--- src/rtl/event_timer_one_shot_top_macros.svh ---
// Assertion macros used by the event timer top level.
// Depends on nothing; expects aclk and aresetn to exist in the including module.
`ifndef EVENT_TIMER_ONE_SHOT_TOP_MACROS_SVH
`define EVENT_TIMER_ONE_SHOT_TOP_MACROS_SVH

// Same-cycle implication, checked outside reset.
`define ETOS_ASSERT_NOW(label, ante, cons) \
    label: assert property (@(posedge aclk) disable iff (!aresetn) (ante) |-> (cons)) \
        else $error("event timer check failed");

// Next-cycle implication, checked outside reset.
`define ETOS_ASSERT_NEXT(label, ante, cons) \
    label: assert property (@(posedge aclk) disable iff (!aresetn) (ante) |=> (cons)) \
        else $error("event timer check failed");

`endif

--- src/rtl/etos_pkg.sv ---
// Package for the single-timer event timer: constants, register offsets and
// the word types passed between the top level and the register core.
package etos_pkg;

    // Width of the main counter and comparator (32 to 64).
    localparam int COUNT_BITS = 64;
    localparam bit WIDE_COUNTER = (COUNT_BITS == 64);

    localparam int CMD_BITS = 2;
    localparam int ADDR_BITS = 9;
    localparam int DATA_BITS = 64;

    // Commands.
    localparam logic [CMD_BITS-1:0] CMD_READ = 2'd0;
    localparam logic [CMD_BITS-1:0] CMD_WRITE = 2'd1;
    localparam logic [CMD_BITS-1:0] CMD_TICK = 2'd2;

    // Register offsets (bytes).
    localparam logic [ADDR_BITS-1:0] OFF_CAPS = 9'h000;
    localparam logic [ADDR_BITS-1:0] OFF_GCONF = 9'h010;
    localparam logic [ADDR_BITS-1:0] OFF_COUNT = 9'h0f0;
    localparam logic [ADDR_BITS-1:0] OFF_TCONF = 9'h100;
    localparam logic [ADDR_BITS-1:0] OFF_TCOMP = 9'h108;
    localparam logic [ADDR_BITS-1:0] TIMER_STRIDE = 9'h020;
    localparam logic [ADDR_BITS-1:0] TIMER_IDX = 9'd0;
    localparam logic [ADDR_BITS-1:0] OFF_T0_CONF = OFF_TCONF + TIMER_IDX * TIMER_STRIDE;
    localparam logic [ADDR_BITS-1:0] OFF_T0_COMP = OFF_TCOMP + TIMER_IDX * TIMER_STRIDE;

    // Configuration register indexes and widths.
    localparam int CFG_IDX_BITS = 2;
    localparam logic [CFG_IDX_BITS-1:0] CFG_PERIOD = 2'd0;
    localparam logic [CFG_IDX_BITS-1:0] CFG_VENDOR = 2'd1;
    localparam logic [CFG_IDX_BITS-1:0] CFG_REVISION = 2'd2;
    localparam int PERIOD_BITS = 27;
    localparam int VENDOR_BITS = 16;
    localparam int REVISION_BITS = 8;
    localparam int CFG_DATA_BITS = 27;
    localparam logic [PERIOD_BITS-1:0] PERIOD_RESET = 27'd69841279;
    localparam logic [REVISION_BITS-1:0] REVISION_RESET = 8'd1;

    // Timer configuration bits.
    localparam int TSET_BITS = 16;
    localparam logic [TSET_BITS-1:0] TSET_WRITABLE = 16'h7f4e;
    localparam int TSET_INT_ENABLE_BIT = 2;
    localparam int TSET_SIZE_CAP_BIT = 5;

    // Stream word widths, padded to whole bytes.
    localparam int S_TDATA_BITS = 80;
    localparam int M_TDATA_BITS = 72;

    typedef struct packed {
        logic                  valid;
        logic [CMD_BITS-1:0]   cmd;
        logic [ADDR_BITS-1:0]  addr;
        logic [DATA_BITS-1:0]  wdata;
    } etos_op_t;

    typedef struct packed {
        logic [DATA_BITS-1:0]  read_data;
        logic                  irq_pulse;
        logic                  counting;
    } etos_res_t;

endpackage

--- src/rtl/event_timer_one_shot_top.sv ---
// Top level of the single-timer event timer: input stage, result stage and
// the register core. Depends on etos_pkg, etos_core and the assertion macros.
//
// Usage. Each word on the slave channel is one operation: a register read, a
// register write or one counter clock tick, selected by s_tuser. Every word
// gives exactly one result word on the master channel, carrying the read
// value (zero for writes and ticks), an interrupt flag raised when a
// tick brings the counter onto the comparator with interrupts enabled, and
// the current global enable bit.
// From acceptance, a word is held in the input register, then passes through
// the register core into the result register, which offers it. Throughput is
// one word per cycle while the receiver takes results; the counter increment
// and comparator match are a single 64-bit add and compare in the core. When
// the receiver stalls, the result register holds its word, the input register
// may still take one further word, and s_tready then falls until the result
// is taken. The identification registers (period, vendor, revision) are
// written through the cfg port while the block is idle, a rule for the user
// that the block does not enforce. Reset (aresetn low, synchronous) empties
// both stages, clears the counter, enables and timer settings, sets the
// comparator to all ones and restores the identification defaults.
`include "event_timer_one_shot_top_macros.svh"

module event_timer_one_shot_top (
    input  logic                                  aclk,
    input  logic                                  aresetn,
    // Slave channel.
    input  logic                                  s_tvalid,
    output logic                                  s_tready,
    // tdata: address [8:0], write_data [72:9], zero padding [79:73]
    input  logic [etos_pkg::S_TDATA_BITS-1:0]     s_tdata,
    // tuser: command [1:0]
    input  logic [etos_pkg::CMD_BITS-1:0]         s_tuser,
    // Master channel.
    output logic                                  m_tvalid,
    input  logic                                  m_tready,
    // tdata: read_data [63:0], irq_pulse [64], counting [65], zero padding [71:66]
    output logic [etos_pkg::M_TDATA_BITS-1:0]     m_tdata,
    // Configuration write port.
    input  logic                                  cfg_wr_en,
    input  logic [etos_pkg::CFG_IDX_BITS-1:0]     cfg_index,
    input  logic [etos_pkg::CFG_DATA_BITS-1:0]    cfg_wr_data
);

    localparam int RES_BITS = $bits(etos_pkg::etos_res_t);

    logic                                 in_valid_reg;
    logic [etos_pkg::CMD_BITS-1:0]        in_cmd_reg;
    logic [etos_pkg::ADDR_BITS-1:0]       in_addr_reg;
    logic [etos_pkg::DATA_BITS-1:0]       in_data_reg;

    logic                                 m_valid_reg;
    etos_pkg::etos_res_t                  m_res_reg;

    logic                                 advance;
    logic                                 s_take;
    etos_pkg::etos_op_t                   op;
    etos_pkg::etos_res_t                  res;

    // The input word moves on whenever the result register is empty or its
    // word is being taken in this cycle.
    assign advance  = !m_valid_reg || m_tready;
    assign s_tready = !in_valid_reg || advance;
    assign s_take   = s_tvalid && s_tready;

    assign op.valid = in_valid_reg && advance;
    assign op.cmd   = in_cmd_reg;
    assign op.addr  = in_addr_reg;
    assign op.wdata = in_data_reg;

    etos_core u_core (
        .aclk        (aclk),
        .aresetn     (aresetn),
        .cfg_wr_en   (cfg_wr_en),
        .cfg_index   (cfg_index),
        .cfg_wr_data (cfg_wr_data),
        .op          (op),
        .res         (res)
    );

    always_ff @(posedge aclk) begin
        if (!aresetn) begin
            in_valid_reg <= 1'b0;
            m_valid_reg  <= 1'b0;
        end else begin
            if (s_tready) begin
                in_valid_reg <= s_tvalid;
            end
            if (advance) begin
                m_valid_reg <= in_valid_reg;
            end
        end
    end

    // Payload registers carry no reset.
    always_ff @(posedge aclk) begin
        if (s_take) begin
            in_cmd_reg  <= s_tuser;
            in_addr_reg <= s_tdata[etos_pkg::ADDR_BITS-1:0];
            in_data_reg <= s_tdata[etos_pkg::ADDR_BITS +: etos_pkg::DATA_BITS];
        end
        if (op.valid) begin
            m_res_reg <= res;
        end
    end

    assign m_tvalid = m_valid_reg;
    assign m_tdata  = {{(etos_pkg::M_TDATA_BITS - RES_BITS){1'b0}},
                       m_res_reg.counting, m_res_reg.irq_pulse, m_res_reg.read_data};

    // An interrupt can only come from a tick taken while counting is enabled.
    `ETOS_ASSERT_NOW(a_irq_needs_enable, m_valid_reg && m_res_reg.irq_pulse, m_res_reg.counting)
    // A word leaving the input stage always lands in the result register.
    `ETOS_ASSERT_NEXT(a_stage_moves, in_valid_reg && advance, m_valid_reg)
    // Back-pressure only arises with the input stage occupied behind a stall.
    `ETOS_ASSERT_NOW(a_stall_cause, !s_tready, in_valid_reg && m_valid_reg && !m_tready)

endmodule

--- src/rtl/etos_core.sv ---
// Register core of the event timer: holds the counter, comparator, settings
// and identification registers, and computes one result per operation.
// Depends on etos_pkg.
module etos_core (
    input  logic                                  aclk,
    input  logic                                  aresetn,
    input  logic                                  cfg_wr_en,
    input  logic [etos_pkg::CFG_IDX_BITS-1:0]     cfg_index,
    input  logic [etos_pkg::CFG_DATA_BITS-1:0]    cfg_wr_data,
    input  etos_pkg::etos_op_t                    op,
    output etos_pkg::etos_res_t                   res
);

    logic [etos_pkg::PERIOD_BITS-1:0]   period_reg;
    logic [etos_pkg::VENDOR_BITS-1:0]   vendor_reg;
    logic [etos_pkg::REVISION_BITS-1:0] revision_reg;

    logic [etos_pkg::COUNT_BITS-1:0]    count_reg, count_next;
    logic [etos_pkg::COUNT_BITS-1:0]    compare_reg, compare_next;
    logic [etos_pkg::TSET_BITS-1:0]     tset_reg, tset_next;
    logic                               enable_reg, enable_next;
    logic                               legacy_reg, legacy_next;

    logic [etos_pkg::COUNT_BITS-1:0]    count_inc;
    logic [etos_pkg::DATA_BITS-1:0]     rd_value;
    logic                               irq;

    assign count_inc = count_reg + etos_pkg::COUNT_BITS'(1);

    // Register read multiplexer; unmapped offsets read zero.
    always_comb begin
        case (op.addr)
            etos_pkg::OFF_CAPS: begin
                rd_value = {5'd0, period_reg, vendor_reg, 1'b1, 1'b0,
                            etos_pkg::WIDE_COUNTER, 5'd0, revision_reg};
            end
            etos_pkg::OFF_GCONF: begin
                rd_value = {62'd0, legacy_reg, enable_reg};
            end
            etos_pkg::OFF_COUNT: begin
                rd_value = etos_pkg::DATA_BITS'(count_reg);
            end
            etos_pkg::OFF_T0_CONF: begin
                rd_value = etos_pkg::DATA_BITS'(tset_reg);
                rd_value[etos_pkg::TSET_SIZE_CAP_BIT] = etos_pkg::WIDE_COUNTER;
            end
            etos_pkg::OFF_T0_COMP: begin
                rd_value = etos_pkg::DATA_BITS'(compare_reg);
            end
            default: begin
                rd_value = '0;
            end
        endcase
    end

    always_comb begin
        count_next   = count_reg;
        compare_next = compare_reg;
        tset_next    = tset_reg;
        enable_next  = enable_reg;
        legacy_next  = legacy_reg;
        irq          = 1'b0;
        res.read_data = '0;
        if (op.valid) begin
            case (op.cmd)
                etos_pkg::CMD_READ: begin
                    res.read_data = rd_value;
                end
                etos_pkg::CMD_WRITE: begin
                    case (op.addr)
                        etos_pkg::OFF_GCONF: begin
                            enable_next = op.wdata[0];
                            legacy_next = op.wdata[1];
                        end
                        etos_pkg::OFF_COUNT: begin
                            count_next = op.wdata[etos_pkg::COUNT_BITS-1:0];
                        end
                        etos_pkg::OFF_T0_CONF: begin
                            tset_next = op.wdata[etos_pkg::TSET_BITS-1:0]
                                        & etos_pkg::TSET_WRITABLE;
                        end
                        etos_pkg::OFF_T0_COMP: begin
                            compare_next = op.wdata[etos_pkg::COUNT_BITS-1:0];
                        end
                        default: begin
                        end
                    endcase
                end
                etos_pkg::CMD_TICK: begin
                    if (enable_reg) begin
                        count_next = count_inc;
                        irq = tset_reg[etos_pkg::TSET_INT_ENABLE_BIT]
                              && (count_inc == compare_reg);
                    end
                end
                default: begin
                end
            endcase
        end
        res.irq_pulse = irq;
        res.counting  = enable_next;
    end

    always_ff @(posedge aclk) begin
        if (!aresetn) begin
            count_reg    <= '0;
            compare_reg  <= '1;
            tset_reg     <= '0;
            enable_reg   <= 1'b0;
            legacy_reg   <= 1'b0;
            period_reg   <= etos_pkg::PERIOD_RESET;
            vendor_reg   <= '0;
            revision_reg <= etos_pkg::REVISION_RESET;
        end else begin
            count_reg   <= count_next;
            compare_reg <= compare_next;
            tset_reg    <= tset_next;
            enable_reg  <= enable_next;
            legacy_reg  <= legacy_next;
            if (cfg_wr_en) begin
                case (cfg_index)
                    etos_pkg::CFG_PERIOD: begin
                        period_reg <= cfg_wr_data[etos_pkg::PERIOD_BITS-1:0];
                    end
                    etos_pkg::CFG_VENDOR: begin
                        vendor_reg <= cfg_wr_data[etos_pkg::VENDOR_BITS-1:0];
                    end
                    etos_pkg::CFG_REVISION: begin
                        revision_reg <= cfg_wr_data[etos_pkg::REVISION_BITS-1:0];
                    end
                    default: begin
                    end
                endcase
            end
        end
    end

endmodule

--- config.mk ---
export PLATFORM = sky130hd
export DESIGN_NAME = event_timer_one_shot_top
export DESIGN_NICKNAME = d
export VERILOG_FILES = /design/src/rtl/etos_pkg.sv /design/src/rtl/event_timer_one_shot_top.sv /design/src/rtl/etos_core.sv
export VERILOG_INCLUDE_DIRS = /design/src /design/src/rtl
export SDC_FILE = /design/constraint.sdc
export NUM_CORES = 1
export LEC_CHECK = 0
export ABC_AREA = 1
export ABC_CLOCK_PERIOD_IN_PS = 6900
export BUFFER_PORTS_ARGS = -buffer_cell sky130_fd_sc_hd__buf_4
export CAP_MARGIN = 15
export CORE_ASPECT_RATIO = 0.9
export CORE_UTILIZATION = 59
export DETAILED_ROUTE_END_ITERATION = 16
export GPL_ROUTABILITY_DRIVEN = 0
export HOLD_SLACK_MARGIN = 0.03
export MAX_ROUTING_LAYER = met4
export PLACE_DENSITY = 0.77
export RECOVER_POWER = 50
export SYNTH_ARGS = -nofsm -noshare
export SYNTH_HDL_FRONTEND = slang
export SYNTH_HIERARCHICAL = 1
export SYNTH_SLANG_ARGS = --single-unit
--- constraint.sdc ---
create_clock -name aclk -period 6.9 [get_ports aclk]
set_clock_uncertainty 0.05 [all_clocks]
set_input_delay 0.345 -clock aclk [delete_from_list [all_inputs] [get_ports aclk]]
set_output_delay 0.345 -clock aclk [all_outputs]
set_load 0.02 [all_outputs]
==> flow_metrics.py, run 1 <==
metrics = {
    "outcome": {
        "status": "complete, but fails checks",
        "failed_checks": "max-capacitance violations, max-slew violations",
    },
    "final_layout": {
        "largest_reg_flops": 66,
        "num_antenna_cells": 0,
        "postLayoutCellArea_sq_mm": 0.0200,
        "fin_nets": 2541,
        "layout-drive-gt1-share": 0.0922,
        "area_delta_synth_final_pct": 20.8,
    },
    "clocking": {
        "root_buffer": "clkbuf_16",
        "clock_sinks": 335,
        "clk_pin_slew_worst_paths_ns": 0.06,
        "cts_setup_buffers": 0,
        "cts_max_path_buffers": 3,
        "cts_buffers": 35,
        "cts_tree": "done",
        "clock_latency_ns": 0.53,
        "cts-htree-levels": 2,
    },
    "floorplanning": {
        "rows": 57,
        "die_area_sq_mm": 0.0287,
        "num_io_pins": 190,
        "initial_core_util": 0.607,
        "dieWidth_um": 179,
        "die_h_um": 161,
        "fp.coreArea_sq_mm": 0.0272,
    },
    "pwr": {
        "p_sw_frac": 0.229,
        "clkPwrFrac": 0.450,
        "leakage_nw": 7.92,
        "seqPwrFrac": 0.487,
        "p_switching_mw": 1.03,
        "p_comb_frac": 0.063,
        "p_int_mw": 3.47,
        "peakVddDrop_mv": 0.231,
        "pwr_density_cell_mw_per_mm2": 225,
    },
    "timing": {
        "slew_headroom": -1.83,
        "fmax_mhz": 236,
        "fin_crit_sh": 0.613,
        "min_period_ns": 4.23,
        "worst_hold_slack_ns": 0.0389,
        "worstMarginPinSlew_ns": 4.24,
        "finalSetupViolCount": 0,
        "slew_viol_final": 188,
        "tns_ns": 0,
        "final-hold-violation-count": 0,
        "rsz0062_at_grt": "no",
    },
    "critical_path": {
        "crit_path_start_kind": "flop",
        "setup.worst_path.end_class": "flop",
        "worst_ep_arrival_time_ns": 4.20,
        "path_max_fanout": 75,
        "path_class": "reg2reg",
        "critPathRequiredTime_ns": 6.87,
    },
    "placement": {
        "placedInstanceArea_sq_mm": 0.0180,
        "io_buffers": 176,
        "dp_hpwl_mm": 36.7,
    },
    "synthesis": {
        "syn_inst": 2197,
        "ys_seq_area_frac": 0.491,
        "yosys_warnings": 6,
        "synth_area_sq_mm": 0.0165,
        "avgSynthCellArea_sq_um": 7.53,
        "synthArstFlopShare": 0,
        "ys_ff_latch": 335,
        "yosysUniqueCellTypes": 43,
        "synth-edff-count": 141,
        "synth_ff_type": "dfxtp_1",
    },
    "global_routing": {
        "antenna_found_initial": 0,
        "grt_pass1_wl_mm": 83.0,
        "grt.overflow.total": 0,
        "grt_max_degree": 86,
        "grt_pass1_vias": 15371,
        "grtUsageTotal": 0.390,
    },
    "drt": {
        "drc": 0,
        "vias": 17050,
        "ant_nets": 0,
        "route.detailed.wl_per_inst_um": 19.8,
        "drt_pass1_iterations": 7,
        "drt_iter0_markers": 2760,
        "viasPerCell": 6.08,
        "wl_mm": 55.5,
    },
    "job": {
        "drv_cap": 3,
    },
    "hold_path": {
        "worstHoldPathType": "in2reg",
    },
}
-- through the flow --
step,cells,util,power (mW),worst slack (ns)
after CTS,2805,0.744,4.51,2.96
after global placement,2643,0.662,2.46,3.04
after detailed placement,2643,0.662,2.47,3.00
after floorplan,2202,-,2.35,1.41
final,2805,0.734,4.50,2.67
after global routing,2805,0.734,4.62,2.28
-- layer usage --
| layer | GRT usage | vias up | part of all wire |
|---|---|---|---|
| li1 | - | 7779 | - |
| met1 | 0.549 | 7802 | 0.39 |
| met2 | 0.552 | 1298 | 0.42 |
| met3 | 0.0836 | 171 | 0.16 |
| met4 | 0.136 | 0 | 0.034 |
| met5 | - | - | 0 |
-- cells in the final DEF (no fill, tap or decap), types with 38 or more instances in the layout --
cell type / instances
nand2_1: 642
nor2_1: 265
dfxtp_1: 194
inv_1: 175
nand3_1: 166
a21oi_1: 150
edfxtp_1: 141
dlygate4sd3_1: 98
o21ai_0: 89
clkbuf_1: 75
clkbuf_4: 75
o211ai_1: 54
buf_4: 47
a31oi_1: 41
clkbuf_16: 38
-- cells by family after synthesis --
kind of cell,synth area share
xor gates and xnor gates,0.0103
DFF,0.491
buffers and inverters,0.0701
adders and majority gates,0.000756
and+or+nand+nor,0.288
AOI/OAI and AO/OA,0.140
other,0.000227
-- power by group through the flow --
stage	combinational (mW)	sequential (mW)	clock, mW
after floorplan	0.127	2.22	0
after global placement	0.238	2.23	0
after detailed placement	0.245	2.23	0
after CTS	0.291	2.19	2.03
after global routing	0.309	2.20	2.12
final	0.286	2.19	2.02
-- worst max-delay path, cell delays in order, from the launching register on --
cell      delay, ns
dfxtp_1        0.34
nand3_1        0.17
nand2_1        0.09
clkinv_1       0.06
clkbuf_1       2.94
-- path summary, 6_finish.rpt --
path	startpoint	end	slack, ns	cells past startpoint
worst min register to register	u_core/period_reg[12]$_SDFFE_PN1P_	u_core/period_reg[12]$_SDFFE_PN1P_	0.41	2
worst min-delay path	cfg_wr_data[17]	u_core/period_reg[17]$_SDFFE_PN0P_	0.04	3
worst max-delay path	m_tvalid$_SDFFE_PN0P_	in_data_reg[47]$_DFFE_PP_	2.67	4
worst max register to register	m_tvalid$_SDFFE_PN0P_	in_data_reg[47]$_DFFE_PP_	2.67	4
-- area by class of cell --
cell class              instances  area, sq um
well taps                     354          443
repair buffers                290         2160
clock buffers                  45          997
flip-flops and latches        335         8120
multi-input cells            1571         7310
inverters                     191          717
fillers                      2115         7250
clock inverters                19          245
-- synth_stat cells, types with 5 or more instances --
| cell type | n | share of area |
|---|---|---|
| a211oi_1 | 12 | 0.0054 |
| a21oi_1 | 150 | 0.045 |
| a31oi_1 | 41 | 0.016 |
| buf_1 | 9 | 0.0020 |
| buf_2 | 6 | 0.0018 |
| buf_4 | 9 | 0.0041 |
| clkbuf_1 | 80 | 0.018 |
| dfxtp_1 | 194 | 0.23 |
| edfxtp_1 | 141 | 0.26 |
| inv_1 | 177 | 0.040 |
| inv_2 | 11 | 0.0025 |
| nand2_1 | 642 | 0.15 |
| nand2_2 | 11 | 0.0042 |
| nand3_1 | 165 | 0.050 |
| nand3b_1 | 13 | 0.0059 |
| nand4_1 | 22 | 0.0083 |
| nor2_1 | 268 | 0.061 |
| nor2_2 | 7 | 0.0026 |
| nor2_4 | 7 | 0.0048 |
| nor3_1 | 5 | 0.0015 |
| o211ai_1 | 54 | 0.024 |
| o21ai_0 | 89 | 0.027 |
| o21ai_1 | 13 | 0.0039 |
| o22ai_1 | 36 | 0.014 |
| xor2_1 | 7 | 0.0037 |
-- repair_timing --
| item | in CTS | in global routing |
|---|---|---|
| gates resized for setup | 0 | 0 |
| hold endpoints to repair | 99 | 0 |
| hold buffers | 98 | 0 |
(Power assumes the default switching activity.)
==> run 2, diff against run 1 <==
- ABC_CLOCK_PERIOD_IN_PS: 6900 -> 3500
- CORE_UTILIZATION: 59 -> 53
- PLACE_DENSITY: 0.77 -> 0.73
- clock period: 6.9 -> 3.5 ns (I/O delays scaled with it)
==> run 2 against run 1 <==
Clock power grew 87%. Global-route usage shrank 4.0 points. Largest cell class unchanged. Wire length shrank 0.93%. First-iteration DRC count shrank 15%. Core utilization shrank 6.8 points. Count of clock-buffer cells in the layout grew 6. The run now ends clean. Sequential power grew 97%. Combinational power grew 100%. Design area grew 0.95%. Cell count grew 2.6%. Setup slack lost 2.2 ns.
==> flow_metrics.py, run 2 (synthesis results as in run 1) <==
metrics = {
    "placement": {
        "io_buffers": 176,
        "dp_slack_ns": 0.760,
        "placed_cells": 2699,
        "dp_hpwl_mm": 37.3,
    },
    "floorplanning": {
        "dieWidth_um": 188,
        "die_area_sq_mm": 0.0319,
        "initial_core_util": 0.546,
        "die_h_um": 170,
        "fp.coreArea_sq_mm": 0.0303,
        "num_io_pins": 190,
        "rows": 60,
    },
    "drt": {
        "viasPerCell": 5.84,
        "ant_nets": 0,
        "drc": 0,
        "wl_mm": 55.0,
        "route.detailed.wl_per_inst_um": 19.1,
        "drt_pass1_iterations": 6,
        "drt_iter0_markers": 2345,
        "vias": 16801,
    },
    "global_routing": {
        "grt.overflow.total": 0,
        "grt_use_met2": 0.489,
        "gr-usage-met3": 0.0877,
        "grt_max_degree": 72,
        "antenna_found_initial": 1,
        "grt_pass1_vias": 15166,
        "gr-max-usage-layer": "met2",
        "met1_usage": 0.487,
        "grtUsageTotal": 0.350,
        "grt_pass1_wl_mm": 83.8,
    },
    "timing": {
        "rsz0062_at_grt": "no",
        "slew_viol_final": 0,
        "worstMarginPinSlew_ns": 1.48,
        "final-hold-violation-count": 0,
        "finalSetupViolCount": 0,
        "fmax_mhz": 334,
        "setup_slack_ns": 0.505,
        "slew_headroom": 0.0152,
        "min_period_ns": 3.00,
        "fin_crit_sh": 0.856,
        "tns_ns": 0,
    },
    "clocking": {
        "cts-htree-levels": 2,
        "cts_max_path_buffers": 3,
        "cts_tree": "done",
        "clock_latency_ns": 0.54,
        "clock_sinks": 335,
        "cts_buffers": 36,
        "root_buffer": "clkbuf_16",
        "cts.repair.resized": 0,
        "clk_pin_slew_worst_paths_ns": 0.07,
    },
    "critical_path": {
        "r2r_start": "u_core/count_reg[0]$_SDFFE_PN0P_",
        "r2r_slack_ns": 0.50,
        "path_max_fanout": 10,
        "critPathSlowestCell": "dfxtp_1",
        "critPathRequiredTime_ns": 3.85,
        "cp_common_cell": "nand2_1",
        "reg2reg_to": "m_tdata[64]$_DFFE_PP_",
        "crit_path_start_kind": "flop",
        "crit_family": "simple AND/OR/NAND/NOR gates",
        "worst_ep_arrival_time_ns": 3.35,
        "crit_path_cell_trace": "ha_1 -> nand2_2 -> nor2_4 -> nand2_2 -> nor2_8 -> nand2_1 -> o21ai_1 -> nand2_1 -> nand2_1 -> nand3_1 -> nor2_1 -> nand2_1 -> nor2_1 -> nand2_1 -> nor2_2",
        "crit_buf_inv": 0,
        "path_class": "reg2reg",
        "reg2reg_depth": 15,
        "setup.worst_path.end_class": "flop",
        "slowest_delay_ns": 0.47,
    },
    "pwr": {
        "pwr_density_cell_mw_per_mm2": 430,
        "peakVddDrop_mv": 0.497,
        "leakage_nw": 7.97,
    },
    "hold_path": {
        "worstHoldPathType": "in2reg",
        "min_from": "cfg_wr_en",
        "hold_end": "u_core/revision_reg[0]$_SDFFE_PN1P_",
        "hold_depth": 4,
    },
    "job": {
        "drv_cap": 0,
    },
    "final_layout": {
        "finalNonFillerCells": 2879,
        "final_cell_mix": "nand2_1, nor2_1, dfxtp_1",
        "fin_nets": 2564,
        "largest_reg_flops": 66,
        "final_core_util": 0.665,
        "layout-drive-gt1-share": 0.0918,
        "area_delta_synth_final_pct": 22.0,
        "fillers": 2641,
        "final_common_cell": "nand2_1",
    },
    "outcome": {
        "status": "finished clean",
    },
}
run 2: final cells by class:
| type | instances | area [sq um] | area share |
|---|---|---|---|
| sequential | 335 | 8120 | 0.402 |
| multi-input combinational | 1571 | 7310 | 0.362 |
| timing repair buffer | 312 | 2370 | 0.118 |
| clock buffer | 51 | 1010 | 0.0500 |
| inverter | 191 | 718 | 0.0356 |
| tap | 403 | 504 | 0.0250 |
| clock inverter | 14 | 148 | 0.00732 |
| antenna | 2 | 5.00 | 0.000248 |
run 2: metrics by stage:
step / area [sq um] / hold slack (ns) / power (mW)
detailed placement: 18200 / 0.304 / 4.88
global placement: 18200 / 0.303 / 4.86
global route: 20200 / 0.230 / 8.92
CTS: 20500 / 0.157 / 8.71
finish: 20200 / 0.203 / 8.67
floorplan: 16600 / 0.224 / 4.63
run 2: report_power, final:
group          internal, mW  total (mW)  switching, mW
registers              4.21        4.32          0.111
logic                 0.242       0.575          0.333
clock network          2.18        3.78           1.60
total                  6.63        8.67           2.04
run 2: tightest hold or removal path, stage by stage:
cell,delay (ns)
buf_4,0.11
nand3_1,0.29
nand2_1,0.11
nand3_1,0.07
run 2: worst max path at each step:
stage / start / end / slack, ns / depth (start not counted)
6_report: u_core/count_reg[0]$_SDFFE_PN0P_ / m_tdata[64]$_DFFE_PP_ / 0.50 / 15
5_1_grt: u_core/count_reg[0]$_SDFFE_PN0P_ / m_tdata[64]$_DFFE_PP_ / 0.41 / 15
4_1_cts: u_core/count_reg[0]$_SDFFE_PN0P_ / m_tdata[64]$_DFFE_PP_ / 0.71 / 15
3_5_place_dp: u_core/count_reg[0]$_SDFFE_PN0P_ / m_tdata[64]$_DFFE_PP_ / 0.76 / 15
3_3_place_gp: u_core/count_reg[0]$_SDFFE_PN0P_ / m_tdata[64]$_DFFE_PP_ / 0.81 / 15
2_1_floorplan: m_tvalid$_SDFFE_PN0P_ / u_core/count_reg[15]$_SDFFE_PN0P_ / 0.53 / 8
run 2: repair_timing:
item | 4_1_cts | 5_1_grt
setup buffers | 0 | 0
hold buffers | 112 | 0
endpoints found under the hold margin | 128 | 0
run 2: routing by layer:
layer / up-vias / wire [um]
met5: - / 0
met4: 0 / 1930
met3: 157 / 7680
met2: 1097 / 22400
met1: 7719 / 22900
li1: 7828 / -
